===== src/hw/rtl/wts_pkg.sv =====
// wts_pkg: shared types, constants and helpers for the world_to_screen_project block.
// No dependencies.
package wts_pkg;

    localparam int unsigned NDC_W   = 49;  // ndc magnitude clamped to 2^47
    localparam int unsigned MAP_W   = 65;  // (ndc +/- one) times 14-bit size, zero-extended to 15 bits
    localparam int unsigned IN_W    = 136;
    localparam int unsigned OUT_W   = 96;

    localparam logic OP_LOAD  = 1'b0;
    localparam logic OP_POINT = 1'b1;

    localparam logic [1:0] REG_VP_WIDTH  = 2'd0;
    localparam logic [1:0] REG_VP_HEIGHT = 2'd1;

    typedef struct packed {
        logic               opcode;
        logic [3:0]         entry_index;
        logic signed [31:0] entry_value;
        logic signed [31:0] point_x;
        logic signed [31:0] point_y;
        logic signed [31:0] point_z;
    } entry_t;

    typedef struct packed {
        logic               sat;
        logic signed [31:0] value;
    } sat_t;

    function automatic sat_t sat32(input logic signed [MAP_W-1:0] v);
        sat_t r;
        if (v > 65'sd2147483647) begin
            r.sat   = 1'b1;
            r.value = 32'sh7FFFFFFF;
        end else if (v < -65'sd2147483648) begin
            r.sat   = 1'b1;
            r.value = 32'sh80000000;
        end else begin
            r.sat   = 1'b0;
            r.value = v[31:0];
        end
        return r;
    endfunction

endpackage


===== src/hw/rtl/wts_front.sv =====
// wts_front: accepts input words, decodes the opcode and queues them for the back end.
// Depends on wts_pkg.
module wts_front (
    input  logic                         aclk,
    input  logic                         aresetn,
    input  logic                         s_tvalid,
    output logic                         s_tready,
    input  logic [wts_pkg::IN_W-1:0]     s_tdata,
    input  logic [0:0]                   s_tuser,
    output logic                         q_valid,
    input  logic                         q_pop,
    output wts_pkg::entry_t              q_entry
);

    localparam int unsigned DEPTH = 4;

    wts_pkg::entry_t fifo_reg [DEPTH];
    logic [1:0] head_reg, head_next;
    logic [1:0] tail_reg, tail_next;
    logic [2:0] count_reg, count_next;
    logic       push;
    logic       pop;
    wts_pkg::entry_t in_entry;

    always_comb begin
        in_entry.opcode      = s_tuser[0];
        in_entry.entry_index = s_tdata[3:0];
        in_entry.entry_value = s_tdata[35:4];
        in_entry.point_x     = s_tdata[67:36];
        in_entry.point_y     = s_tdata[99:68];
        in_entry.point_z     = s_tdata[131:100];
    end

    assign s_tready = (count_reg != 3'(DEPTH));
    assign q_valid  = (count_reg != 3'd0);
    assign q_entry  = fifo_reg[head_reg];
    assign push     = s_tvalid && s_tready;
    assign pop      = q_pop && q_valid;

    always_comb begin
        head_next  = pop  ? head_reg + 2'd1 : head_reg;
        tail_next  = push ? tail_reg + 2'd1 : tail_reg;
        count_next = count_reg + 3'(push) - 3'(pop);
    end

    always_ff @(posedge aclk) begin
        if (!aresetn) begin
            head_reg  <= '0;
            tail_reg  <= '0;
            count_reg <= '0;
        end else begin
            head_reg  <= head_next;
            tail_reg  <= tail_next;
            count_reg <= count_next;
        end
    end

    always_ff @(posedge aclk) begin
        if (push) begin
            fifo_reg[tail_reg] <= in_entry;
        end
    end

endmodule


===== config.mk =====
export PLATFORM = sky130hd
export DESIGN_NAME = wts_front
export DESIGN_NICKNAME = d
export VERILOG_FILES = /design/src/hw/rtl/wts_pkg.sv /design/src/hw/rtl/wts_front.sv
export SDC_FILE = /design/constraint.sdc
export NUM_CORES = 1
export LEC_CHECK = 0
export BUFFER_PORTS_ARGS = -buffer_cell sky130_fd_sc_hd__buf_4
export CAP_MARGIN = 20
export CORE_AREA = 2 2 284 286
export DETAILED_ROUTE_END_ITERATION = 8
export DIE_AREA = 0 0 286 288
export PLACE_DENSITY_LB_ADDON = 0.25
export SKIP_LAST_GASP = 1
export SYNTH_ARGS = -nofsm -noshare
export SYNTH_HDL_FRONTEND = slang
export SYNTH_SLANG_ARGS = --single-unit

===== constraint.sdc =====
create_clock -name aclk -period 12.5 [get_ports aclk]
set_clock_uncertainty 0.05 [all_clocks]
set_input_delay 2.5 -clock aclk [delete_from_list [all_inputs] [get_ports aclk]]
set_output_delay 2.5 -clock aclk [all_outputs]
set_load 0.05 [all_outputs]

# Word-level counts from Yosys, hierarchy flattened
# Memory sizes are Yosys's and may differ from the RTL's. A register that Yosys moved wholly into a read port is not among the register bits.
# Index checks and enable logic that the tools add are counted.
[classes]
addsub = 4
n_eq_ne = 1
muxes = 4
n_reduce_logical = 3
[ops]
columns = ["operator", "n"]
rows = [
  ["2-bit by 1-bit adder with 2-bit output, second input constant", 2],
  ["2-bit 2-to-1 mux", 2],
  ["3-bit by 1-bit adder with 3-bit output", 1],
  ["3-bit inequality test, second input constant", 1],
  ["3-bit nonzero test", 1],
  ["3-bit by 1-bit subtractor with 3-bit output", 1],
  ["1-bit logical AND", 2],
  ["1-bit 2-to-1 mux", 2],
]
[word_totals]
ff_bits = 7
mem_bits_rw = 532
out_inout_bits = 135
elab_cells = 16
mem_count = 1
[mem_list]
columns = ["memory", "words", "width", "read_ports", "rd_clocked_by_memory_dff", "write_ports", "line_no", "rtl"]
rows = [
  ["fifo_reg", 4, 133, 1, 1, 1, "wts_front.sv:17", "wts_pkg::entry_t fifo_reg [DEPTH];"],
]

# Logic depth before layout (Yosys ltp)
# Gate-level depths: netlist of the first run.
[depth]
ltp_word = 4
ltp_mapped = 11

# Least setup slack after synthesis of the first run
# Ideal clock, no wire load.
[synth_timing]
kind = "input port to flip-flop"
start = "input s_tvalid"
end = "memory fifo_reg[0][0] in the netlist's numbering, enable pin"
setup_time_ps = 508
arrival_time_ps = 5986
slack_ps = 5956
path_stages = 2
cell_sequence = "a21boi_1 > and2_1"
[synth_between]
elab_chain_cells = 3
[synth_rtl]
columns = ["item", "line_no", "rtl"]
rows = [
  ["from (decl)", "wts_front.sv:6", "input logic s_tvalid,"],
  ["1-bit logical AND", "wts_front.sv:37", "assign push = s_tvalid && s_tready;"],
  ["1-bit 2-to-1 mux", "wts_front.sv:59", "if (push) begin"],
  ["1-bit 2-to-1 mux (implied by the code)", "wts_front.sv:60", "fifo_reg[tail_reg] <= in_entry;"],
  ["to (decl)", "wts_front.sv:17", ""],
]
# Every way passes these cells.

==> run_results.csv, run 1 <==
group,metric,value,unit
global_route,grt_pass1_wl,63.0,mm
logic_synthesis,synthMostInstantiatedCell,"edfxtp_1",
sta,tightest_slew,0.953,ns
logic_synthesis,synth_common_cells,"edfxtp_1 (532), mux4_2 (133), buf_2 (15)",
finish,seq_area,16200,µm²
pwr,pwr-share-comb,30.1,%
logic_synthesis,synth_ff_type,"edfxtp_1",
detailed_routing,vias,8742,
logic_synthesis,synth-seq-cells,541,
finish,syn_to_final_growth,26.5,%
clocking,cts-root-buf,"clkbuf_16",
pwr,swShare,33.5,%
setup_path,cp_max_fo,43,
logic_synthesis,synth_top_area_cell,"edfxtp_1",
floorplanning,die_x,286,µm
logic_synthesis,synth_top_area_share,81.3,%
floorplanning,rows,104,
hold_path,hp-class,"flip-flop to flip-flop",
sta,slew_headroom,36.5,%
sta,drv_slew,0,
global_route,grt_max_degree,56,
logic_synthesis,syn_area,19600,µm²
clocking,htreeDepth,2,
clocking,post_cts_resized,0,
run_status,status,"finished clean",
placed_design,gp_congestion,0.659,
global_route,first_global_vias,9702,
setup_path,path_class,"flip-flop to primary output",
placed_design,dp.cells,2056,
floorplanning,die_area,82400,µm²
finish,utilization,31.2,%
logic_synthesis,async_reset_ff_share,0,%
floorplanning,die_h,288,µm
detailed_routing,antenna_left,0,
logic_synthesis,yosysWarnings,0,
finish,layout.nets,1206,
clocking,cts_buffers,60,
finish,fin_cells,2169,
logic_synthesis,synth_edf_count,532,
clocking,clk_path_buf_depth,3,
clocking,cts_setup_buffers,0,
setup_path,critPathCaptureType,"primary output",
global_route,antenna_found_initial,3,
sta,period_minus_slack,6.42,ns
sta,fin_setup_tns,0,ns
logic_synthesis,syn_inst,743,
pwr,ir_worst_vdd,115,µV
clocking,cts_sinks,541,
detailed_routing,route.detailed.drc,0,
sta,rsz0062_at_grt,"false",
placed_design,portBuffers,271,
logic_synthesis,syn-num-nets,891,
pwr,p_sw,1.91,mW
floorplanning,start_util,24.7,%
detailed_routing,drt_iter0_drc,478,
setup_path,arrival,3.87,ns
setup_path,cp.required,9.95,ns
finish,largest_reg_flops,532,
detailed_routing,drt_pass1_iterations,4,
job,cap_violations,0,
detailed_routing,wl_per_cell,19.8,µm
floorplanning,pin_count,276,
sta,clock.fmax,156,MHz
setup_path,cp-start-kind,"flip-flop",
pwr,p_per_area,230,nW/µm²
pwr,leakage,8.10,nW
logic_synthesis,synth.distinct_cells,19,
finish,drive_above_1_share,45.8,%
sta,fin_crit_sh,51.4,%
clocking,cts_hold_buf,0,
floorplanning,core,79600,µm²
finish,multi_input_area,3270,µm²
clocking,clkSlewWorstSetupHoldPaths,0.06,ns
pwr,pwr-share-clk,30.2,%
placed_design,post-dp-hpwl,24.3,mm
pwr,power_frac_seq,39.7,%
clocking,cts_tree,"yes",
detailed_routing,drt-total-wl,43.0,mm
sta,finalSetupViolCount,0,
logic_synthesis,seq_area_frac_synth,82.3,%
sta,hold_violations,0,
pwr,internal_power,3.79,mW
detailed_routing,viasPerCell,4.03,
logic_synthesis,avgSynthCellArea,26.4,µm²
finish,nFillCells,7708,
global_route,gr-total-overflow,0,
logic_synthesis,synth_area_leaders,"edfxtp_1 (81%), mux4_2 (15%), dfxtp_1 (0.92%)",
clocking,clk_latency,0.61,ns
global_route,grt_util_all_layers,10.3,%
-- power groups by stage --
stage | Clock (mW) | Sequential (mW) | Combinational [mW]
2_1_floorplan | 0 | 2.29 | 1.26
3_3_place_gp | 0 | 2.30 | 1.76
3_5_place_dp | 0 | 2.31 | 1.77
4_1_cts | 1.79 | 2.27 | 1.77
5_1_grt | 1.86 | 2.29 | 1.81
6_report | 1.72 | 2.27 | 1.72
-- metal layers --
metal / global-route usage (%) / up-vias / share of wire, %
met5: 0 / - / 0.081
met4: 2.98 / 6 / 2.1
met3: 3.44 / 69 / 7.0
met2: 17.3 / 199 / 50
met1: 12.7 / 4617 / 41
li1: - / 3851 / -
-- cell type report --
type | instances | area share [%]
Inverter | 5 | 0.0755
Sequential cell | 541 | 65.1
Tap cell | 1060 | 5.34
Multi-Input combinational cell | 166 | 13.2
Antenna cell | 1 | 0.0101
Clock buffer | 76 | 6.28
Timing Repair Buffer | 284 | 8.58
Clock inverter | 36 | 1.49
-- logic make-up (layout without fill, tap and decap cells) --
group | after synthesis | in the layout | synth area share [%]
simple gates | 17 | 17 | 0.465
mux | 135 | 135 | 15.4
xor+xnor | 4 | 4 | 0.178
flops | 541 | 541 | 82.3
compound gates | 3 | 3 | 0.127
other cells | 0 | 1 | 0
fa+ha+maj | 7 | 7 | 0.484
buf+inv | 36 | 401 | 1.13
-- worst max-delay path: stages, from the launching register on --
cell and delay (ns):
dfxtp_4 0.68, buf_4 0.78, buf_4 0.85, mux4_2 0.65, buf_4 0.22
-- final timing paths --
check / depth (start not counted) / slack, ns / from / to
hold reg to reg: 2 / 0.45 / tail_reg[0]$_SDFFE_PN0P_ / tail_reg[0]$_SDFFE_PN0P_
hold / removal: 2 / 0.45 / tail_reg[0]$_SDFFE_PN0P_ / tail_reg[0]$_SDFFE_PN0P_
setup / recovery: 4 / 6.08 / flip-flop / q_entry[63]
setup reg to reg: 4 / 9.33 / count_reg[1]$_SDFF_PN0_ / fifo_reg[1][69]$_DFFE_PP_
-- metrics by stage --
stage               hold WS (ns)  setup WS, ns  power, mW  area (µm²)
global route               0.493          5.58       5.96       24800
detailed placement         0.453          6.45       4.08       22900
global placement           0.432          6.43       4.07       22900
floorplan                  0.418          5.96       3.55       19600
finish                     0.453          6.08       5.71       24800
CTS                        0.462          5.75       5.84       24800
-- cell usage in the layout (no fill, tap or decap), drive strengths merged --
cell type and count:
and2 7, ha 6, fa 1, diode 1
xnor2 4, edfxtp 532, dfxtp 9, clkinvlp 2
nand2 5, nor2 1, o31a 1, o311ai 1
clkbuf 76, clkinv 24, or3 1, a21boi 1
mux2i 2, inv 9, buf 284, nor2b 3
mux4 133, bufinv 6
Power figures use the tool's default switching activity.
==> inputs of run 2 (changes only) <==
--- a/config.mk
+++ b/config.mk
@@ -5,11 +5,12 @@
 export SDC_FILE = /design/constraint.sdc
 export NUM_CORES = 1
 export LEC_CHECK = 0
+export ABC_AREA = 1
 export BUFFER_PORTS_ARGS = -buffer_cell sky130_fd_sc_hd__buf_4
 export CAP_MARGIN = 20
-export CORE_AREA = 2 2 284 286
+export CORE_AREA = 2 2 288 290
 export DETAILED_ROUTE_END_ITERATION = 8
-export DIE_AREA = 0 0 286 288
+export DIE_AREA = 0 0 290 292
 export PLACE_DENSITY_LB_ADDON = 0.25
 export SKIP_LAST_GASP = 1
 export SYNTH_ARGS = -nofsm -noshare
==> constraint.sdc (replaced) <==
create_clock -name aclk -period 6.41 [get_ports aclk]
set_clock_uncertainty 0.05 [all_clocks]
set_input_delay 1.282 -clock aclk [delete_from_list [all_inputs] [get_ports aclk]]
set_output_delay 1.282 -clock aclk [all_outputs]
set_load 0.05 [all_outputs]
==> run_results.csv, run 2 <==
group,metric,value,unit
logic_synthesis,synth_xor_area_share,0,%
setup_path,arrival,3.07,ns
finish,multi_input_area,3440,µm²
logic_synthesis,synth.distinct_cells,20,
finish,drive_above_1_share,22.6,%
pwr,power,11.2,mW
logic_synthesis,synth-seq-cells,541,
logic_synthesis,synth_edf_count,532,
detailed_routing,viasPerCell,4.38,
logic_synthesis,avgSynthCellArea,15.0,µm²
floorplanning,start_util,24.8,%
logic_synthesis,seq_area_frac_synth,80.0,%
global_route,grt_pass1_wl,74.8,mm
clocking,cts_sinks,541,
clocking,cts_setup_buffers,0,
detailed_routing,antenna_left,0,
setup_path,slowest_stage,"inv_4",
sta,fin_setup_tns,0,ns
hold_path,hp-class,"flip-flop to flip-flop",
floorplanning,pin_count,276,
pwr,ir_worst_vdd,326,µV
finish,utilization,30.7,%
global_route,antenna_found_initial,4,
logic_synthesis,synth_mux_area_share,0,%
setup_path,slowest_delay,0.75,ns
setup_path,critPathTopFamily,"buffers and inverters",
clocking,post_cts_resized,0,
global_route,first_global_vias,11800,
logic_synthesis,synth_top_area_share,79.1,%
logic_synthesis,yosysWarnings,0,
sta,rsz0062_at_grt,"false",
placed_design,portBuffers,271,
floorplanning,die_h,292,µm
finish,final_cell_mix,"edfxtp_1 (532), buf_4 (287), nor2_1 (274)",
floorplanning,core,81600,µm²
sta,finalSetupViolCount,0,
placed_design,placed_area,23200,µm²
logic_synthesis,syn_area,20200,µm²
clocking,cts_tree,"yes",
placed_design,post-dp-hpwl,26.8,mm
logic_synthesis,synth_ff_type,"edfxtp_1",
finish,nFillCells,8075,
logic_synthesis,synthAdderAreaFrac,0.471,%
finish,finalInstanceArea,25000,µm²
global_route,gr-total-overflow,0,
detailed_routing,route.detailed.drc,0,
sta,clock.fmax,227,MHz
floorplanning,die_x,290,µm
detailed_routing,drt_iter0_drc,513,
clocking,htreeDepth,2,
clocking,clk_latency,0.61,ns
finish,layout.nets,1764,
logic_synthesis,syn_inst,1350,
detailed_routing,vias,12000,
sta,period_minus_slack,4.40,ns
setup_path,path_buf_inv,3,
detailed_routing,drt_pass1_iterations,4,
finish,seq_area,16200,µm²
detailed_routing,drt-total-wl,50.7,mm
sta,tightest_slew,1.03,ns
clocking,cts-root-buf,"clkbuf_16",
floorplanning,rows,105,
clocking,clkSlewWorstSetupHoldPaths,0.06,ns
placed_design,gp_congestion,0.692,
sta,slew_headroom,31.5,%
clocking,cts_buffers,60,
pwr,p_per_area,446,nW/µm²
floorplanning,die_area,84700,µm²
setup_path,path_class,"flip-flop to primary output",
logic_synthesis,synthMostInstantiatedCell,"edfxtp_1",
logic_synthesis,synth_area_leaders,"edfxtp_1 (79%), nor2_1 (5.2%), o22ai_1 (4.1%)",
sta,fin_crit_sh,68.7,%
finish,final_common_cell,"edfxtp_1",
logic_synthesis,synth_top_family_by_area,"compound AO/OA/AOI/OAI gates",
run_status,status,"finished clean",
setup_path,cp_cell_sequence,"inv_4 -> buf_12 -> o21ai_0 -> o22ai_1 -> buf_4",
detailed_routing,wl_per_cell,18.6,µm
clocking,clk_path_buf_depth,3,
setup_path,critPathCaptureType,"primary output",
setup_path,cp-start-kind,"flip-flop",
clocking,cts_hold_buf,0,
setup_path,cp.required,5.08,ns
logic_synthesis,synth_compound_area_share,10.9,%
logic_synthesis,async_reset_ff_share,0,%
pwr,leakage,8.50,nW
job,cap_violations,0,
logic_synthesis,synthSimpleGateAreaFrac,5.48,%
sta,drv_slew,0,
logic_synthesis,syn-num-nets,1498,
logic_synthesis,synth_common_cells,"edfxtp_1 (532), nor2_1 (278), o21ai_0 (150)",
logic_synthesis,synth_top_area_cell,"edfxtp_1",
setup_path,cp_max_fo,72,
global_route,grt_max_degree,179,
global_route,grt_util_all_layers,11.6,%
finish,largest_reg_flops,532,
sta,hold_violations,0,
finish,syn_to_final_growth,24.0,%
## run 2: changes by cell type in the layout (fill, tap and decap cells not counted), sizes merged, moves of 3 or more
cell	previous run	this run
nor2	1	278
o21ai	0	267
mux4	133	0
o22ai	0	133
inv	9	19
nand2	5	13
and2	7	0
buf	284	290
a21oi	0	4
xnor2	4	0
bufinv	6	3
nand3	0	3
nor2b	3	0
## run 2: layout make-up
cell class                      count  area share, %
Tap cell                         1070           5.35
Clock inverter                     30          0.919
Clock buffer                       78           6.35
Multi-Input combinational cell    707           13.7
Inverter                           16          0.280
Antenna cell                        1        0.00999
Sequential cell                   541           64.5
Timing Repair Buffer              290           8.84
## run 2: worst paths after layout
| check | from | endpoint | slack (ns) | cells past startpoint |
|---|---|---|---|---|
| setup / recovery | flip-flop | q_entry[2] | 2.01 | 5 |
| hold / removal | head_reg[0]$_SDFFE_PN0P_ | head_reg[0]$_SDFFE_PN0P_ | 0.44 | 2 |
| setup reg to reg | count_reg[1]$_SDFF_PN0_ | count_reg[2]$_SDFF_PN0_ | 3.97 | 10 |
| hold reg to reg | head_reg[0]$_SDFFE_PN0P_ | head_reg[0]$_SDFFE_PN0P_ | 0.44 | 2 |
## run 2: through the flow
step	cells	setup WS, ns	hold WS [ns]
after floorplan	1350	-1.23	0.398
after global placement	2624	2.54	0.411
after detailed placement	2624	2.54	0.419
after CTS	2732	1.85	0.441
after global routing	2733	1.77	0.469
final	2733	2.01	0.438
## run 2: worst register-to-register path: stages, from the launching register on
cell     delay, ns
dfxtp_1       0.36
nor2_1        0.18
nand2_1       0.17
nand2_1       0.39
ha_1          0.31
inv_1         0.06
ha_1          0.13
inv_1         0.05
fa_1          0.40
o21ai_0       0.18
nor2_1        0.06
## run 2: metal layers
metal | wire, µm | vias to the layer above | share of wire, % | global-route usage [%]
met2 | 24600 | 248 | 48 | 19.4
met3 | 3190 | 80 | 6.3 | 3.52
met4 | 1160 | 6 | 2.3 | 3.40
met5 | 51 | - | 0.10 | 0
met1 | 21800 | 5967 | 43 | 14.5
li1 | - | 5657 | - | -
## run 2: power by group
| group | internal [mW] | switching, mW |
|---|---|---|
| sequential | 4.31 | 0.102 |
| clock | 1.85 | 1.35 |
| combinational | 0.888 | 2.66 |
| total | 7.05 | 4.11 |
## run 2: cell families after synthesis
kind of cell / Yosys count
flops: 541
fa+ha+maj: 7
simple gates: 294
compound gates: 406
buf+inv: 102
==> inputs of run 3 (changes only) <==
==> constraint.sdc (replaced) <==
create_clock -name aclk -period 4.6 [get_ports aclk]
set_clock_uncertainty 0.05 [all_clocks]
set_input_delay 0.92 -clock aclk [delete_from_list [all_inputs] [get_ports aclk]]
set_output_delay 0.92 -clock aclk [all_outputs]
set_load 0.05 [all_outputs]
==> run_results.csv, run 3 (same netlist as run 2, synthesis figures left out) <==
group,metric,value,unit
run_status,status,"finished clean",
setup_path,cp-start-kind,"flip-flop",
setup_path,critPathCaptureType,"primary output",
global_route,grt_pass1_wl,76.1,mm
global_route,antenna_found_initial,4,
floorplanning,die_h,292,µm
clocking,clkSlewWorstSetupHoldPaths,0.06,ns
floorplanning,pin_count,276,
detailed_routing,top_layer_used,"met5",
clocking,post_cts_resized,0,
finish,largest_reg_flops,532,
global_route,first_global_vias,12300,
setup_path,path_class,"flip-flop to primary output",
pwr,ir_worst_vdd,425,µV
pwr,power,15.7,mW
sta,clock.fmax,262,MHz
pwr,pwr-share-clk,28.8,%
sta,rsz0062_at_grt,"false",
placed_design,portBuffers,271,
clocking,cts_sinks,541,
placed_design,dp.cells,2631,
pwr,p_sw,5.77,mW
finish,seq_area,16200,µm²
finish,multi_input_area,3440,µm²
floorplanning,core,81600,µm²
pwr,pwr-share-comb,31.9,%
setup_path,cp.required,3.63,ns
pwr,leakage,8.59,nW
finish,antennaDiodeCount,0,
detailed_routing,met3WireLength,3.32,mm
detailed_routing,wl_met2,25.0,mm
detailed_routing,antenna_left,0,
finish,nFillCells,8053,
setup_path,worstReg2RegEnd,"fifo_reg[2][93]$_DFFE_PP_",
pwr,swShare,36.8,%
global_route,grt_max_degree,129,
sta,fin_crit_sh,83.1,%
hold_path,hp-class,"flip-flop to flip-flop",
global_route,gr-total-overflow,0,
sta,hold_violations,0,
setup_path,cp_max_fo,101,
detailed_routing,wl_per_cell,18.6,µm
setup_path,ff2ff_path_depth,5,
floorplanning,rows,105,
global_route,grt_util_all_layers,11.8,%
clocking,htreeDepth,2,
placed_design,place_ws,1.37,ns
clocking,clk_path_buf_depth,3,
floorplanning,die_x,290,µm
job,cap_violations,0,
clocking,cts_setup_buffers,0,
sta,finalSetupViolCount,0,
detailed_routing,vias,12000,
setup_path,critPathCapture,"q_entry[4]",
detailed_routing,drt-total-wl,51.0,mm
clocking,cts_buffers,59,
finish,drive_above_1_share,23.6,%
sta,period_minus_slack,3.82,ns
detailed_routing,drt_iter0_drc,652,
finish,final_common_cell,"edfxtp_1",
setup_path,r2r_setup_slack,1.98,ns
setup_path,arrival,2.85,ns
floorplanning,die_area,84700,µm²
floorplanning,start_util,24.8,%
finish,fin_cells,2742,
pwr,power_frac_seq,39.3,%
detailed_routing,viasPerCell,4.37,
sta,slew_headroom,40.1,%
finish,final_cell_mix,"edfxtp_1 (532), buf_4 (283), nor2_1 (274)",
pwr,internal_power,9.90,mW
sta,tightest_slew,0.896,ns
clocking,clk_latency,0.60,ns
clocking,cts_tree,"yes",
detailed_routing,wl_met1,21.8,mm
detailed_routing,drt_pass1_iterations,4,
placed_design,gp_congestion,0.697,
clocking,cts-root-buf,"clkbuf_16",
finish,layout.nets,1770,
setup_path,r2r-start,"count_reg[1]$_SDFF_PN0_",
finish,syn_to_final_growth,25.2,%
clocking,cts_hold_buf,0,
sta,drv_slew,0,
detailed_routing,route.detailed.drc,0,
placed_design,post-dp-hpwl,28.8,mm
pwr,p_per_area,620,nW/µm²
sta,finalWorstSetupSlack,0.778,ns
[run 3: cell type report]
| class | instances | area share (%) |
|---|---|---|
| Clock inverter | 33 | 1.07 |
| Timing Repair Buffer | 297 | 9.51 |
| Tap cell | 1070 | 5.30 |
| Sequential cell | 541 | 63.9 |
| Inverter | 16 | 0.277 |
| Clock buffer | 78 | 6.32 |
| Multi-Input combinational cell | 707 | 13.6 |
[run 3: critical path: stages, from the launching register on]
cell and delay, ns:
dfxtp_4 0.53, inv_8 0.48, o21ai_0 0.15, o22ai_1 0.59, buf_4 0.32
[run 3: worst min path at each step]
| stage | from | to | slack [ns] | cells past startpoint |
|---|---|---|---|---|
| 6_report | head_reg[0]$_SDFFE_PN0P_ | head_reg[0]$_SDFFE_PN0P_ | 0.45 | 2 |
| 3_3_place_gp | head_reg[0]$_SDFFE_PN0P_ | head_reg[0]$_SDFFE_PN0P_ | 0.41 | 2 |
| 4_1_cts | s_tdata[85] | fifo_reg[1][49]$_DFFE_PP_ | 0.40 | 1 |
| 3_5_place_dp | head_reg[0]$_SDFFE_PN0P_ | head_reg[0]$_SDFFE_PN0P_ | 0.43 | 2 |
| 2_1_floorplan | head_reg[0]$_SDFFE_PN0P_ | flip-flop | 0.40 | 2 |
| 5_1_grt | s_tdata[126] | fifo_reg[0][26]$_DFFE_PP_ | 0.41 | 1 |
[run 3: power by group through the flow]
| stage | Combinational, mW | Sequential (mW) | Clock, mW |
|---|---|---|---|
| 2_1_floorplan | 3.46 | 6.25 | 0 |
| 3_3_place_gp | 5.07 | 6.25 | 0 |
| 3_5_place_dp | 5.10 | 6.27 | 0 |
| 4_1_cts | 5.11 | 6.17 | 4.68 |
| 5_1_grt | 5.34 | 6.21 | 4.89 |
| 6_report | 5.00 | 6.16 | 4.52 |
[run 3: through the flow]
step | hold slack (ns) | utilization [%] | setup TNS [ns] | area (µm²)
after floorplan | 0.398 | - | -298.06 | 20200
after global routing | 0.415 | 31.0 | 0 | 25300
final | 0.446 | 31.0 | 0 | 25300
after detailed placement | 0.435 | 28.7 | 0 | 23400
after CTS | 0.401 | 31.0 | 0 | 25300
after global placement | 0.410 | 28.7 | 0 | 23400
[run 3: metal layers]
metal  global-route usage, %  up-vias
li1                        -     5670
met1                    14.5     5984
met2                    20.1      256
met3                    3.64       71
met4                    2.81        6
met5                       0        -
